### config.mk
export PLATFORM = sky130hd
export DESIGN_NAME = timestamp_priority_queue
export DESIGN_NICKNAME = d
export VERILOG_FILES = /design/src/rtl/core/tpq_pkg.sv /design/src/rtl/core/tpq_ram.sv /design/src/rtl/core/tpq_ctrl.sv /design/src/rtl/core/timestamp_priority_queue.sv
export SDC_FILE = /design/constraint.sdc
export NUM_CORES = 1
export LEC_CHECK = 0
export BUFFER_PORTS_ARGS = -buffer_cell sky130_fd_sc_hd__buf_2
export CAP_MARGIN = 10
export CORE_MARGIN = 2
export CORE_UTILIZATION = 47
export DETAILED_ROUTE_END_ITERATION = 12
export PLACE_DENSITY = 0.59
export SYNTH_ARGS = -nofsm -noshare
export SYNTH_HDL_FRONTEND = slang
export SYNTH_SLANG_ARGS = --single-unit
### constraint.sdc
create_clock -name aclk -period 9.4 [get_ports aclk]
set_input_delay 0 -clock aclk [delete_from_list [all_inputs] [get_ports aclk]]
set_output_delay 0 -clock aclk [all_outputs]
set_load 0.02 [all_outputs]
### src/rtl/core/tpq_pkg.sv
package tpq_pkg;

    localparam int STAMP_W = 15;
    localparam int ID_W    = 4;

    localparam logic [1:0] OP_INSERT = 2'd0;
    localparam logic [1:0] OP_PEEK   = 2'd1;
    localparam logic [1:0] OP_POP    = 2'd2;

    localparam logic [1:0] STATUS_OK    = 2'd0;
    localparam logic [1:0] STATUS_EMPTY = 2'd1;
    localparam logic [1:0] STATUS_FULL  = 2'd2;

    typedef struct packed {
        logic [1:0]         operation;
        logic [STAMP_W-1:0] stamp;
        logic [ID_W-1:0]    process_id;
    } in_beat_t;

    typedef struct packed {
        logic [1:0]         status;
        logic [ID_W-1:0]    head_id;
        logic [STAMP_W-1:0] head_stamp;
    } out_beat_t;

    typedef struct packed {
        logic [STAMP_W-1:0] stamp;
        logic [ID_W-1:0]    id;
    } entry_t;

    typedef struct packed {
        logic      valid;
        out_beat_t beat;
    } result_t;

    function automatic logic pair_after(entry_t a, entry_t b);
        logic r;
        if (a.stamp != b.stamp) begin
            r = (a.stamp > b.stamp);
        end else begin
            r = (a.id > b.id);
        end
        return r;
    endfunction

endpackage

### src/rtl/core/tpq_ram.sv
module tpq_ram #(
    parameter int WIDTH = 19,
    parameter int DEPTH = 16
) (
    input  logic                     clk,
    input  logic                     wr_en,
    input  logic [$clog2(DEPTH)-1:0] wr_addr,
    input  logic [WIDTH-1:0]         wr_data,
    input  logic                     rd_en,
    input  logic [$clog2(DEPTH)-1:0] rd_addr,
    output logic [WIDTH-1:0]         rd_data
);

    logic [WIDTH-1:0] mem [DEPTH];
    logic [WIDTH-1:0] rd_data_reg;

    always_ff @(posedge clk) begin
        if (wr_en) begin
            mem[wr_addr] <= wr_data;
        end
        if (rd_en) begin
            rd_data_reg <= mem[rd_addr];
        end
    end

    assign rd_data = rd_data_reg;

endmodule

### src/rtl/core/tpq_ctrl.sv
module tpq_ctrl
    import tpq_pkg::*;
#(
    parameter int QUEUE_DEPTH = 16
) (
    input  logic                           aclk,
    input  logic                           aresetn,
    input  logic                           start,
    input  in_beat_t                       item,
    output logic                           idle,
    output result_t                        result,
    output logic                           wr_en,
    output logic [$clog2(QUEUE_DEPTH)-1:0] wr_addr,
    output entry_t                         wr_data,
    output logic                           rd_en,
    output logic [$clog2(QUEUE_DEPTH)-1:0] rd_addr,
    input  entry_t                         rd_data
);

    localparam int PTR_W = $clog2(QUEUE_DEPTH);
    localparam int CNT_W = $clog2(QUEUE_DEPTH + 1);
    localparam int SUM_W = PTR_W + 2;
    localparam logic [PTR_W-1:0] LAST_PTR = PTR_W'(QUEUE_DEPTH - 1);
    localparam logic [CNT_W-1:0] FULL_CNT = CNT_W'(QUEUE_DEPTH);
    localparam logic [SUM_W-1:0] DEPTH_S  = SUM_W'(QUEUE_DEPTH);

    localparam logic [1:0] S_IDLE  = 2'd0;
    localparam logic [1:0] S_WALK  = 2'd1;
    localparam logic [1:0] S_PLACE = 2'd2;
    localparam logic [1:0] S_LOAD  = 2'd3;

    logic [1:0]       state_reg,    state_next;
    logic [CNT_W-1:0] count_reg,    count_next;
    logic [PTR_W-1:0] head_ptr_reg, head_ptr_next;
    logic [PTR_W-1:0] wr_ptr_reg,   wr_ptr_next;
    logic [PTR_W-1:0] rd_ptr_reg,   rd_ptr_next;
    logic [PTR_W-1:0] wk_reg,       wk_next;
    entry_t           head_reg,     head_next;
    entry_t           new_reg,      new_next;

    entry_t           item_entry;
    logic [SUM_W-1:0] tail_sum;
    logic [PTR_W-1:0] tail_ptr;
    out_beat_t        head_beat;

    function automatic logic [PTR_W-1:0] ptr_inc(logic [PTR_W-1:0] p);
        return (p == LAST_PTR) ? '0 : p + PTR_W'(1);
    endfunction

    function automatic logic [PTR_W-1:0] ptr_dec(logic [PTR_W-1:0] p);
        return (p == '0) ? LAST_PTR : p - PTR_W'(1);
    endfunction

    assign item_entry = '{stamp: item.stamp, id: item.process_id};
    assign tail_sum   = SUM_W'(head_ptr_reg) + SUM_W'(count_reg);
    assign tail_ptr   = (tail_sum >= DEPTH_S) ? PTR_W'(tail_sum - DEPTH_S)
                                              : PTR_W'(tail_sum);
    assign head_beat  = '{status: STATUS_OK, head_id: head_reg.id,
                          head_stamp: head_reg.stamp};
    assign idle       = (state_reg == S_IDLE);

    always_comb begin
        state_next    = state_reg;
        count_next    = count_reg;
        head_ptr_next = head_ptr_reg;
        wr_ptr_next   = wr_ptr_reg;
        rd_ptr_next   = rd_ptr_reg;
        wk_next       = wk_reg;
        head_next     = head_reg;
        new_next      = new_reg;
        wr_en         = 1'b0;
        wr_addr       = wr_ptr_reg;
        wr_data       = new_reg;
        rd_en         = 1'b0;
        rd_addr       = rd_ptr_reg;
        result        = '0;

        case (state_reg)
            S_IDLE: begin
                if (start) begin
                    result.valid = 1'b1;
                    if (item.operation == OP_INSERT) begin
                        if (count_reg == FULL_CNT) begin
                            result.beat        = head_beat;
                            result.beat.status = STATUS_FULL;
                        end else if (count_reg == '0) begin
                            wr_en      = 1'b1;
                            wr_addr    = head_ptr_reg;
                            wr_data    = item_entry;
                            head_next  = item_entry;
                            count_next = CNT_W'(1);
                            result.beat = '{status: STATUS_OK, head_id: item.process_id,
                                            head_stamp: item.stamp};
                        end else begin
                            result.valid = 1'b0;
                            new_next     = item_entry;
                            wr_ptr_next  = tail_ptr;
                            rd_ptr_next  = ptr_dec(tail_ptr);
                            wk_next      = count_reg[PTR_W-1:0];
                            rd_en        = 1'b1;
                            rd_addr      = ptr_dec(tail_ptr);
                            state_next   = S_WALK;
                        end
                    end else if (count_reg == '0) begin
                        result.beat.status = STATUS_EMPTY;
                    end else begin
                        result.beat = head_beat;
                        if (item.operation == OP_POP) begin
                            head_ptr_next = ptr_inc(head_ptr_reg);
                            count_next    = count_reg - CNT_W'(1);
                            if (count_reg > CNT_W'(1)) begin
                                rd_en      = 1'b1;
                                rd_addr    = ptr_inc(head_ptr_reg);
                                state_next = S_LOAD;
                            end
                        end
                    end
                end
            end
            S_WALK: begin
                wr_en = 1'b1;
                if (pair_after(rd_data, new_reg)) begin
                    wr_data     = rd_data;
                    wr_ptr_next = rd_ptr_reg;
                    wk_next     = wk_reg - PTR_W'(1);
                    if (wk_reg == PTR_W'(1)) begin
                        state_next = S_PLACE;
                    end else begin
                        rd_en       = 1'b1;
                        rd_addr     = ptr_dec(rd_ptr_reg);
                        rd_ptr_next = ptr_dec(rd_ptr_reg);
                    end
                end else begin
                    count_next   = count_reg + CNT_W'(1);
                    result.valid = 1'b1;
                    result.beat  = head_beat;
                    state_next   = S_IDLE;
                end
            end
            S_PLACE: begin
                wr_en        = 1'b1;
                head_next    = new_reg;
                count_next   = count_reg + CNT_W'(1);
                result.valid = 1'b1;
                result.beat  = '{status: STATUS_OK, head_id: new_reg.id,
                                 head_stamp: new_reg.stamp};
                state_next   = S_IDLE;
            end
            S_LOAD: begin
                head_next  = rd_data;
                state_next = S_IDLE;
            end
            default: begin
                state_next = S_IDLE;
            end
        endcase
    end

    always_ff @(posedge aclk) begin
        if (!aresetn) begin
            state_reg    <= S_IDLE;
            count_reg    <= '0;
            head_ptr_reg <= '0;
        end else begin
            state_reg    <= state_next;
            count_reg    <= count_next;
            head_ptr_reg <= head_ptr_next;
        end
        wr_ptr_reg <= wr_ptr_next;
        rd_ptr_reg <= rd_ptr_next;
        wk_reg     <= wk_next;
        head_reg   <= head_next;
        new_reg    <= new_next;
    end

    a_count_bound: assert property (@(posedge aclk) disable iff (!aresetn)
        count_reg <= FULL_CNT)
        else $error("occupancy above depth");

    a_start_idle: assert property (@(posedge aclk) disable iff (!aresetn)
        start |-> state_reg == S_IDLE)
        else $error("item accepted while busy");

    a_walk_ports: assert property (@(posedge aclk) disable iff (!aresetn)
        (wr_en && rd_en) |-> wr_addr != rd_addr)
        else $error("read and write collide on one entry");

    a_result_src: assert property (@(posedge aclk) disable iff (!aresetn)
        result.valid |-> (start || state_reg == S_WALK || state_reg == S_PLACE))
        else $error("result without a pending item");

    a_walk_result: assert property (@(posedge aclk) disable iff (!aresetn)
        (start && item.operation == OP_INSERT && !result.valid) |=>
            state_reg == S_WALK)
        else $error("insert walk not started");

endmodule

### src/rtl/core/timestamp_priority_queue.sv
// Peek, pop and insert into an empty or full queue: result registered the cycle after the beat.
// Insert into a partly filled queue: entries after the new one move toward the tail (one RAM
// read and write per cycle), then the new entry fills the gap and its result is registered.
// Pop of a queue with two or more entries passes through a load state that reloads the head.
// Each beat gives one result; a new beat is taken only when idle and the output is free or read.
// Reset (synchronous): occupancy and control state clear; queue entries stay undefined.
module timestamp_priority_queue
    import tpq_pkg::*;
#(
    parameter int QUEUE_DEPTH = 16
) (
    input  logic      aclk,
    input  logic      aresetn,
    input  logic      s_valid,
    output logic      s_ready,
    input  in_beat_t  s_payload,
    output logic      m_valid,
    input  logic      m_ready,
    output out_beat_t m_payload
);

    localparam int PTR_W = $clog2(QUEUE_DEPTH);

    logic             ctrl_idle;
    logic             start;
    result_t          result;
    logic             wr_en;
    logic [PTR_W-1:0] wr_addr;
    entry_t           wr_data;
    logic             rd_en;
    logic [PTR_W-1:0] rd_addr;
    entry_t           rd_data;

    logic             m_valid_reg, m_valid_next;
    out_beat_t        m_payload_reg;

    assign s_ready = ctrl_idle && (!m_valid_reg || m_ready);
    assign start   = s_valid && s_ready;

    tpq_ctrl #(
        .QUEUE_DEPTH(QUEUE_DEPTH)
    ) u_ctrl (
        .aclk    (aclk),
        .aresetn (aresetn),
        .start   (start),
        .item    (s_payload),
        .idle    (ctrl_idle),
        .result  (result),
        .wr_en   (wr_en),
        .wr_addr (wr_addr),
        .wr_data (wr_data),
        .rd_en   (rd_en),
        .rd_addr (rd_addr),
        .rd_data (rd_data)
    );

    tpq_ram #(
        .WIDTH($bits(entry_t)),
        .DEPTH(QUEUE_DEPTH)
    ) u_ram (
        .clk     (aclk),
        .wr_en   (wr_en),
        .wr_addr (wr_addr),
        .wr_data (wr_data),
        .rd_en   (rd_en),
        .rd_addr (rd_addr),
        .rd_data (rd_data)
    );

    always_comb begin
        m_valid_next = m_valid_reg;
        if (result.valid) begin
            m_valid_next = 1'b1;
        end else if (m_ready) begin
            m_valid_next = 1'b0;
        end
    end

    always_ff @(posedge aclk) begin
        if (!aresetn) begin
            m_valid_reg <= 1'b0;
        end else begin
            m_valid_reg <= m_valid_next;
        end
        if (result.valid) begin
            m_payload_reg <= result.beat;
        end
    end

    assign m_valid   = m_valid_reg;
    assign m_payload = m_payload_reg;

endmodule

==> impl_metrics.tcl, run 1 <==
set metrics [dict create \
    outcome "completed" \
    synthFlopType "edfxtp_1" \
    clk_pin_slew_ps 60 \
    rrSetupSlack_ps 4070 \
    crit_start "u_ram.rd_data[16]" \
    clock_latency_ps 580 \
    max_freq_mhz 187 \
    ys_top_cells_by_count "394 x edfxtp_1, 162 x nand2_1, 122 x mux2i_1" \
    hp-class "in2reg" \
    antenna_found_initial 0 \
    avgRoutedWirePerCell_um 23.5 \
    port_buffers 47 \
    fin_area_sq_um 20700 \
    cpPeakStageDelay_ps 990 \
    r2r_end "u_ram.rd_data[15]" \
    globalplace.congestion 0.886 \
    cts_setup_buffers 0 \
    path_cells "ha_1 > nand4_1 > nor4_2 > a21boi_2 > a2111oi_4 > a221oi_4 > buf_4 > buf_4 > mux2i_1 > mux2i_1 > a32oi_1 > o31ai_1" \
    grt_pass1_wl_um 69600 \
    ff2ff_path_depth 12 \
    netlist_area_sq_um 18400 \
    die-area_sq_um 40700 \
    placeableCoreArea_sq_um 38600 \
    largest_reg_flops 304 \
    cts_root_buf "clkbuf_16" \
    powerDensity_nw_per_um2 339 \
    arrival_ps 5640 \
    grt_usage 0.226 \
    die_w_um 202 \
    timing.rr.start "u_ram.rd_data[16]" \
    synth.distinct_cells 77 \
    p_sw_mw 2.64 \
    finalHoldViolations 0 \
    cts_hold_buf 21 \
    worst_slew_pin_slew_ps 1180 \
    yosysMostFrequentCell "edfxtp_1" \
    worst-setup-path-type "reg2reg" \
    cts.path.max_buffers 3 \
    h-tree-depth 2 \
    synth_top_cell_by_area "edfxtp_1" \
    synthCells 1344 \
    drive_gt1_frac 0.142 \
    p_clk_frac 0.229 \
    dpl.hpwl_um 26700 \
    min_period_ps 5330 \
    cts_tree "built" \
    firstDrtPassIters 9 \
    rows 72 \
    drt_iter0_markers 1113 \
    cap_viol_max_count 0 \
    vias 11500 \
    syn_nets 1408 \
    startpoint_type "register" \
    power_frac_comb 0.386 \
    ys_seq_area_frac 0.657 \
    grt_max_degree 67 \
    area_growth_pct 12.8 \
    overflow 0 \
    dr_wl_met2_um 21700 \
    synth_edf_count 394 \
    worstSetupEndpoint "u_ram.rd_data[15]" \
    seqPwrFrac 0.385 \
    io_pins 48 \
    wl_met3_um 2540 \
    ant_nets 0 \
    cts_buffers 43 \
    top_layer_used "met4" \
    final_nets 1467 \
    p_sw_frac 0.376 \
    ctsResizeCount 0 \
    place_area_sq_um 19200 \
    synthTopCellsByArea "edfxtp_1 64%, mux2i_1 6.6%, nand2_1 3.3%" \
    synth_top_area_frac 0.644 \
    critPathRequiredTime_ps 9700 \
    skew_ps 22.7 \
    routed_wl_um 45800 \
    setup_viol 0 \
    start_util 0.475 \
    relSlewSlack 0.211 \
    vias_per_cell 5.90 \
    slew_viol_final 0 \
    grt_pass1_vias 11600 \
    cts_sinks 406 \
    p_int_mw 4.38 \
    p_leak_nw 7.44 \
    cp-end-kind "register" \
    cp_max_fo 66 \
    wl_met1_um 20600 \
    finalCritPeriodShare 0.567 \
    synth-seq-cells 406 \
    diodes 0 \
    ir_worst_vdd_v 0.000191 \
    rsz0062_at_grt "no" \
    drc 0 \
    tns_ps 0 \
    synth-async-reset-ratio 0 \
    worst_path_max_delay_cell "buf_4" \
    synth_area_per_cell_sq_um 13.7 \
    die_y_um 202 \
    yosysWarnings 0 \
]
## how the worst min path moves through the flow
stage | to | slack (ps) | startpoint | depth (start not counted)
2_1_floorplan | u_ctrl.new_reg[0] | 100 | s_payload[0] | 0
3_3_place_gp | u_ctrl.new_reg[10] | 230 | s_payload[10] | 1
3_5_place_dp | u_ctrl.new_reg[0] | 230 | s_payload[0] | 1
4_1_cts | u_ctrl.head_ptr_reg[1] | 20 | s_payload[19] | 4
5_1_grt | u_ctrl.head_ptr_reg[3] | 100 | s_payload[19] | 4
6_report | u_ctrl.head_ptr_reg[1] | 50 | s_payload[19] | 4
## power groups by stage
stage,clock network (mW),registers (mW),logic (mW)
after detailed placement,0,2.74,2.69
after global routing,1.71,2.74,2.96
after floorplan,0,2.74,1.86
after CTS,1.64,2.70,2.72
final,1.61,2.71,2.71
after global placement,0,2.74,2.66
## routing by layer
layer  GRT usage  up-vias
li1            -     5343
met1       0.311     5740
met5           0        -
met4      0.0612        0
met3      0.0342       57
met2       0.376      355
## stage by stage
stage	worst slack, ps	hold slack [ps]	cells	total power [mW]	utilization
2_1_floorplan	5840	98.9	1344	4.60	-
3_3_place_gp	4090	232	1855	5.39	0.497
3_5_place_dp	4030	227	1855	5.44	0.497
4_1_cts	3970	17.2	1947	7.06	0.537
5_1_grt	3750	98.4	1947	7.41	0.537
6_report	4070	53.0	1947	7.03	0.537
## layout by cell type, fill, tap and decap left out, types with 4 or more instances in the layout
cell,n
inv_1,54
xnor2_1,4
nand4_1,6
edfxtp_1,394
clkinv_2,6
nor3b_1,4
nor2_4,15
a32oi_1,21
o31ai_1,21
mux2_2,37
ha_1,38
and2_1,4
nor3_1,13
a32o_1,18
dfxtp_1,12
buf_2,47
a222oi_1,35
o22ai_1,22
clkbuf_16,43
a31oi_1,8
o21ai_1,4
clkbuf_1,10
dlygate4sd3_1,21
buf_4,21
nor2_1,57
a21oi_1,30
a22oi_1,21
o21ai_0,68
nand3_1,19
a211oi_1,4
o211ai_1,4
clkinv_1,7
nand2_1,161
mux2i_1,122
xor2_1,4
## cell type report
class / count / area, sq um
fillers: 3196 / 17900
flip-flops and latches: 406 / 12100
multi-input cells: 808 / 5890
clock buffers: 53 / 1110
well taps: 518 / 648
repair buffers: 89 / 603
inverters: 55 / 206
clock inverters: 18 / 198
## critical path, delay by kind of cell, from the launching register on
kind / cells / cell delay [ps]
compound gates: 5 / 1280
simple gates: 2 / 690
fa+ha+maj: 1 / 370
mux: 2 / 420
buf+inv: 2 / 1700
flops: 1 / 500
## cells by family (layout without fill, tap and decap cells)
| kind of cell | after synthesis | in the layout | synth area share |
|---|---|---|---|
| multiplexers | 161 | 161 | 0.0906 |
| buffers and inverters | 130 | 215 | 0.0307 |
| flip-flops | 406 | 406 | 0.657 |
| AO/OA/AOI/OAI | 293 | 293 | 0.119 |
| adder cells (fa/ha/maj) | 39 | 39 | 0.0270 |
| AND/OR/NAND/NOR | 307 | 307 | 0.0723 |
| XOR/XNOR | 8 | 8 | 0.00381 |
No activity file was read; power rests on OpenSTA's default activity.
==> run 2: changes to the inputs <==
--- a/config.mk
+++ b/config.mk
@@ -10,7 +10,7 @@
 export CORE_MARGIN = 2
 export CORE_UTILIZATION = 47
 export DETAILED_ROUTE_END_ITERATION = 12
-export PLACE_DENSITY = 0.59
+export PLACE_DENSITY = 0.61
 export SYNTH_ARGS = -nofsm -noshare
 export SYNTH_HDL_FRONTEND = slang
 export SYNTH_SLANG_ARGS = --single-unit
==> constraint.sdc (replaced) <==
create_clock -name aclk -period 4.6 [get_ports aclk]
set_input_delay 0 -clock aclk [delete_from_list [all_inputs] [get_ports aclk]]
set_output_delay 0 -clock aclk [all_outputs]
set_load 0.02 [all_outputs]
==> run 2 against run 1 <==
  * Wire length shrank 0.98%
  * Critical path depth shrank 3
  * Cell area grew 2.2%
==> impl_metrics.tcl, run 2 (synthesized netlist as in run 1, its figures left out) <==
set metrics [dict create \
    critPathRequiredTime_ps 4810 \
    max_freq_mhz 242 \
    critPathBufInv 2 \
    layout_common_cells "394 x edfxtp_1, 161 x nand2_1, 122 x mux2i_1" \
    cpLargestDelayFamily "compound AO/OA/AOI/OAI gates" \
    clock_latency_ps 590 \
    powerDensity_nw_per_um2 704 \
    cts_setup_buffers 0 \
    p_sw_mw 5.55 \
    diodes 0 \
    routed_wl_um 45300 \
    use_met2 0.352 \
    rows 72 \
    drt_iter0_markers 1143 \
    dpl.hpwl_um 27400 \
    worst_slew_pin_slew_ps 861 \
    p_clk_frac 0.237 \
    die_y_um 202 \
    path_cells "ha_1 > nand4_1 > nor4_2 > a21boi_2 > a21oi_1 > and2_1 > buf_4 > a222oi_1 > inv_1" \
    globalplace.congestion 0.817 \
    finalHoldViolations 0 \
    cts_root_buf "clkbuf_16" \
    slew_viol_final 0 \
    drive_gt1_frac 0.166 \
    arrival_ps 4340 \
    cpPeakStageDelay_ps 740 \
    cap_viol_max_count 0 \
    finalCritPeriodShare 0.897 \
    rsz0062_at_grt "no" \
    port_buffers 47 \
    cts_sinks 406 \
    grt_max_degree 57 \
    p_leak_nw 7.73 \
    cts_tree "built" \
    p_int_mw 9.37 \
    relSlewSlack 0.424 \
    final_nets 1503 \
    clk_pin_slew_ps 60 \
    vias 11800 \
    min_period_ps 4130 \
    skew_ps 28.2 \
    ant_nets 0 \
    avgRoutedWirePerCell_um 22.8 \
    die_w_um 202 \
    worst_path_max_delay_cell "a222oi_1" \
    cp_max_fo 19 \
    area_growth_pct 15.3 \
    drc 0 \
    tns_ps 0 \
    antenna_found_initial 0 \
    die-area_sq_um 40700 \
    timing.rr.start "u_ram.rd_data[18]" \
    met3_usage 0.0368 \
    top_usage_layer "met2" \
    cp-end-kind "register" \
    regArea_sq_um 12100 \
    power_frac_comb 0.394 \
    largest_reg_flops 304 \
    io_pins 48 \
    overflow 0 \
    grt_usage 0.224 \
    multi_input_area_sq_um 5820 \
    setup_viol 0 \
    outcome "completed" \
    grt_use_met1 0.322 \
    firstDrtPassIters 6 \
    hp-class "in2reg" \
    cts.path.max_buffers 3 \
    grt_pass1_vias 11400 \
    p_sw_frac 0.372 \
    cts_buffers 44 \
    grt_pass1_wl_um 69500 \
    layout_commonest_cell "edfxtp_1" \
    ir_worst_vdd_v 0.000739 \
    seqPwrFrac 0.369 \
    min_from "s_payload[20]" \
    crit_start "u_ram.rd_data[18]" \
    placeableCoreArea_sq_um 38600 \
    h-tree-depth 2 \
    startpoint_type "register" \
    fillers 3126 \
    post-route-util 0.548 \
    vias_per_cell 5.91 \
    start_util 0.475 \
    worst-setup-path-type "reg2reg" \
]
-- run 2: timing repair --
item,in CTS,in global routing
resized for setup,0,0
hold buffers,22,0
hold endpoints to repair,69,0
-- run 2: metrics by stage --
stage / setup WS (ps) / std cells / hold slack, ps / area [sq um] / power, mW
2_1_floorplan: 1040 / 1344 / 98.9 / 18400 / 9.39
3_3_place_gp: 508 / 1889 / 225 / 19500 / 11.3
5_1_grt: 282 / 1991 / 70.6 / 21200 / 15.7
6_report: 472 / 1991 / 40.4 / 21200 / 14.9
3_5_place_dp: 500 / 1889 / 228 / 19500 / 11.4
4_1_cts: 489 / 1991 / 14.2 / 21200 / 15.0
-- run 2: worst reg2reg max path, cell delays in order, from the launching register on --
cell      delay [ps]
edfxtp_1         490
ha_1             380
nand4_1          160
nor4_2           490
a21boi_2         410
a21oi_1          170
and2_1           250
buf_4            220
a222oi_1         750
inv_1            430
-- run 2: layout make-up --
type / instances / share of cell area
clock inverter: 30 / 0.0142
timing repair buffer: 124 / 0.0469
clock buffer: 50 / 0.0540
sequential: 406 / 0.570
tap: 518 / 0.0306
multi-input combinational: 808 / 0.275
inverter: 55 / 0.00974
-- run 2: path summary, 6_finish.rpt --
check	end	cells after the start	slack [ps]
max	u_ram.mem[7][6]	9	470
min	u_ctrl.head_ptr_reg[1]	5	40
max reg2reg	u_ram.mem[7][6]	9	470
min reg2reg	u_ctrl.state_reg[1]	2	590
-- run 2: layer usage --
metal	wire length (um)	part of all wire	vias to the layer above
met5	0	0	-
met4	963	0.021	0
met1	20500	0.45	5868
li1	-	-	5421
met3	2840	0.063	77
met2	21000	0.46	401
-- run 2: power by group through the flow --
stage,Combinational [mW],Sequential (mW),Clock (mW)
floorplan,3.79,5.60,0
global placement,5.78,5.56,0
detailed placement,5.84,5.58,0
CTS,5.88,5.50,3.59
global route,6.35,5.56,3.74
finish,5.88,5.51,3.54
==> run 3: changes to the inputs <==
--- a/config.mk
+++ b/config.mk
@@ -11,6 +11,7 @@
 export CORE_UTILIZATION = 47
 export DETAILED_ROUTE_END_ITERATION = 12
 export PLACE_DENSITY = 0.61
+export RECOVER_POWER = 100
 export SYNTH_ARGS = -nofsm -noshare
 export SYNTH_HDL_FRONTEND = slang
 export SYNTH_SLANG_ARGS = --single-unit
==> run 3 against run 2 <==
  * The run now ends with capacitance limit, slew limit left
  * Total power shrank 0.59%
  * Via count rose by 0.31%
  * Clock skew grew 2.6 ps
  * Cell area fell by 0.79%
  * Setup slack worse by 77 ps
  * Sequential share of layout area rose by 0.45 points
  * Critical path depth rose by 5
  * Maximum frequency shrank 1.8%
  * Die area unchanged
  * Non-clock buffer count unchanged
  * Sequential power is essentially flat
  * Cell count stayed put
  * Critical endpoint is now u_ram.rd_data[7]
  * Largest cell class unchanged
==> impl_metrics.tcl, run 3 (synthesized netlist as in run 1, its figures left out) <==
set metrics [dict create \
    die-area_sq_um 40700 \
    finalCritPeriodShare 0.914 \
    p_total_mw 14.8 \
    cts_buffers 44 \
    h-tree-depth 2 \
    cap_viol_max_count 1 \
    overflow 0 \
    drc 0 \
    ctsResizeCount 0 \
    firstDrtPassIters 6 \
    rows 72 \
    start_util 0.475 \
    grt_pass1_wl_um 69500 \
    p_sw_frac 0.374 \
    layout_common_cells "394 x edfxtp_1, 161 x nand2_1, 122 x mux2i_1" \
    p_sw_mw 5.55 \
    clock_latency_ps 590 \
    outcome "finished with violations" \
    place_ws_ps 500 \
    cts_setup_buffers 0 \
    finalHoldViolations 0 \
    antenna_found_initial 0 \
    tns_ps 0 \
    rsz0062_at_grt "no" \
    p_leak_nw 7.53 \
    ir_worst_vdd_v 0.000730 \
    drt_iter0_markers 1194 \
    vias_per_cell 5.93 \
    hp-class "in2reg" \
    area_growth_pct 14.4 \
    grt_pass1_vias 11400 \
    die_w_um 202 \
    rrSetupSlack_ps 390 \
    port_buffers 47 \
    die_y_um 202 \
    clk_pin_slew_ps 60 \
    routed_wl_um 45400 \
    cts_sinks 406 \
    startpoint_type "register" \
    instances_no_fill 1991 \
    arrival_ps 4600 \
    drive_gt1_frac 0.126 \
    powerDensity_nw_per_um2 706 \
    cts_root_buf "clkbuf_16" \
    critPathRequiredTime_ps 5000 \
    relSlewSlack -0.477 \
    cp-end-kind "register" \
    diodes 0 \
    grt_max_degree 57 \
    setup_viol 0 \
    cp_max_fo 39 \
    fin_hold_ws_ps 32.8 \
    skew_ps 30.8 \
    vias 11800 \
    dpl.hpwl_um 27400 \
    dp_cells 1889 \
    p_int_mw 9.29 \
    power_frac_comb 0.389 \
    slew_viol_final 44 \
    cts_hold_buf 22 \
    seqPwrFrac 0.372 \
    final_nets 1503 \
    worst_slew_pin_slew_ps 2220 \
    layout_commonest_cell "edfxtp_1" \
    grt_usage 0.224 \
    avgRoutedWirePerCell_um 22.8 \
    cts_tree "built" \
    worst-setup-path-type "reg2reg" \
    max_freq_mhz 238 \
    globalplace.congestion 0.817 \
    fin_ws_ps 395 \
    p_clk_frac 0.239 \
    placeableCoreArea_sq_um 38600 \
    largest_reg_flops 304 \
    io_pins 48 \
    violations "capacitance limit, slew limit" \
    fillers 3176 \
    ant_nets 0 \
    min_period_ps 4210 \
    cts.path.max_buffers 3 \
]
==> run 3: cell types whose count changed in the layout (fill, tap and decap cells not counted), sizes merged <==
| cell | previous run | this run |
|---|---|---|
| clkbuf | 50 | 120 |
| buf | 102 | 32 |
==> run 3: through the flow <==
| stage | area (sq um) | util |
|---|---|---|
| 6_report | 21000 | 0.544 |
| 5_1_grt | 21000 | 0.544 |
| 4_1_cts | 21200 | 0.548 |
| 3_5_place_dp | 19500 | 0.505 |
| 3_3_place_gp | 19500 | 0.505 |
| 2_1_floorplan | 18400 | - |
==> run 3: cell type report <==
class,count,area (sq um),share of cell area
Clock buffer,50,1140,0.0545
Clock inverter,30,302,0.0143
Inverter,55,206,0.00982
Multi-Input combinational cell,808,5790,0.275
Sequential cell,406,12100,0.574
Tap cell,518,648,0.0308
Timing Repair Buffer,124,856,0.0407
==> run 3: layer usage <==
layer  routed length (um)  share of wire  track usage  vias to the layer above
met2                20900           0.46        0.352                      374
met4                 1030          0.023       0.0641                        0
li1                     -              -            -                     5426
met5                    0              0            0                        -
met3                 2540          0.056       0.0368                       81
met1                20900           0.46        0.322                     5922
==> run 3: final timing paths <==
check,end,cells after the start,from
worst max-delay path,u_ram.rd_data[7],14,u_ctrl.head_ptr_reg[0]
worst min-delay path,u_ctrl.head_ptr_reg[1],5,s_payload[20]
worst max register to register,u_ram.rd_data[7],14,u_ctrl.head_ptr_reg[0]
worst min register to register,m_payload[18],2,u_ctrl.head_beat[18]
==> run 3: critical path, stage by stage, from the launching register on <==
cell and delay, ps:
dfxtp_1 420, ha_1 300, fa_1 580, inv_1 100
ha_1 300, mux2_1 170, o221ai_2 100, a311oi_2 340
o211ai_1 260, and2_2 300, buf_12 180, nand2_2 340
buf_4 250, o22ai_1 100, o31ai_1 270
==> run 3: power by group through the flow <==
stage	sequential [mW]	clock [mW]	combinational, mW
after floorplan	5.60	0	3.79
after detailed placement	5.58	0	5.84
after global routing	5.58	3.74	6.24
after global placement	5.56	0	5.78
after CTS	5.50	3.59	5.88
final	5.52	3.54	5.77
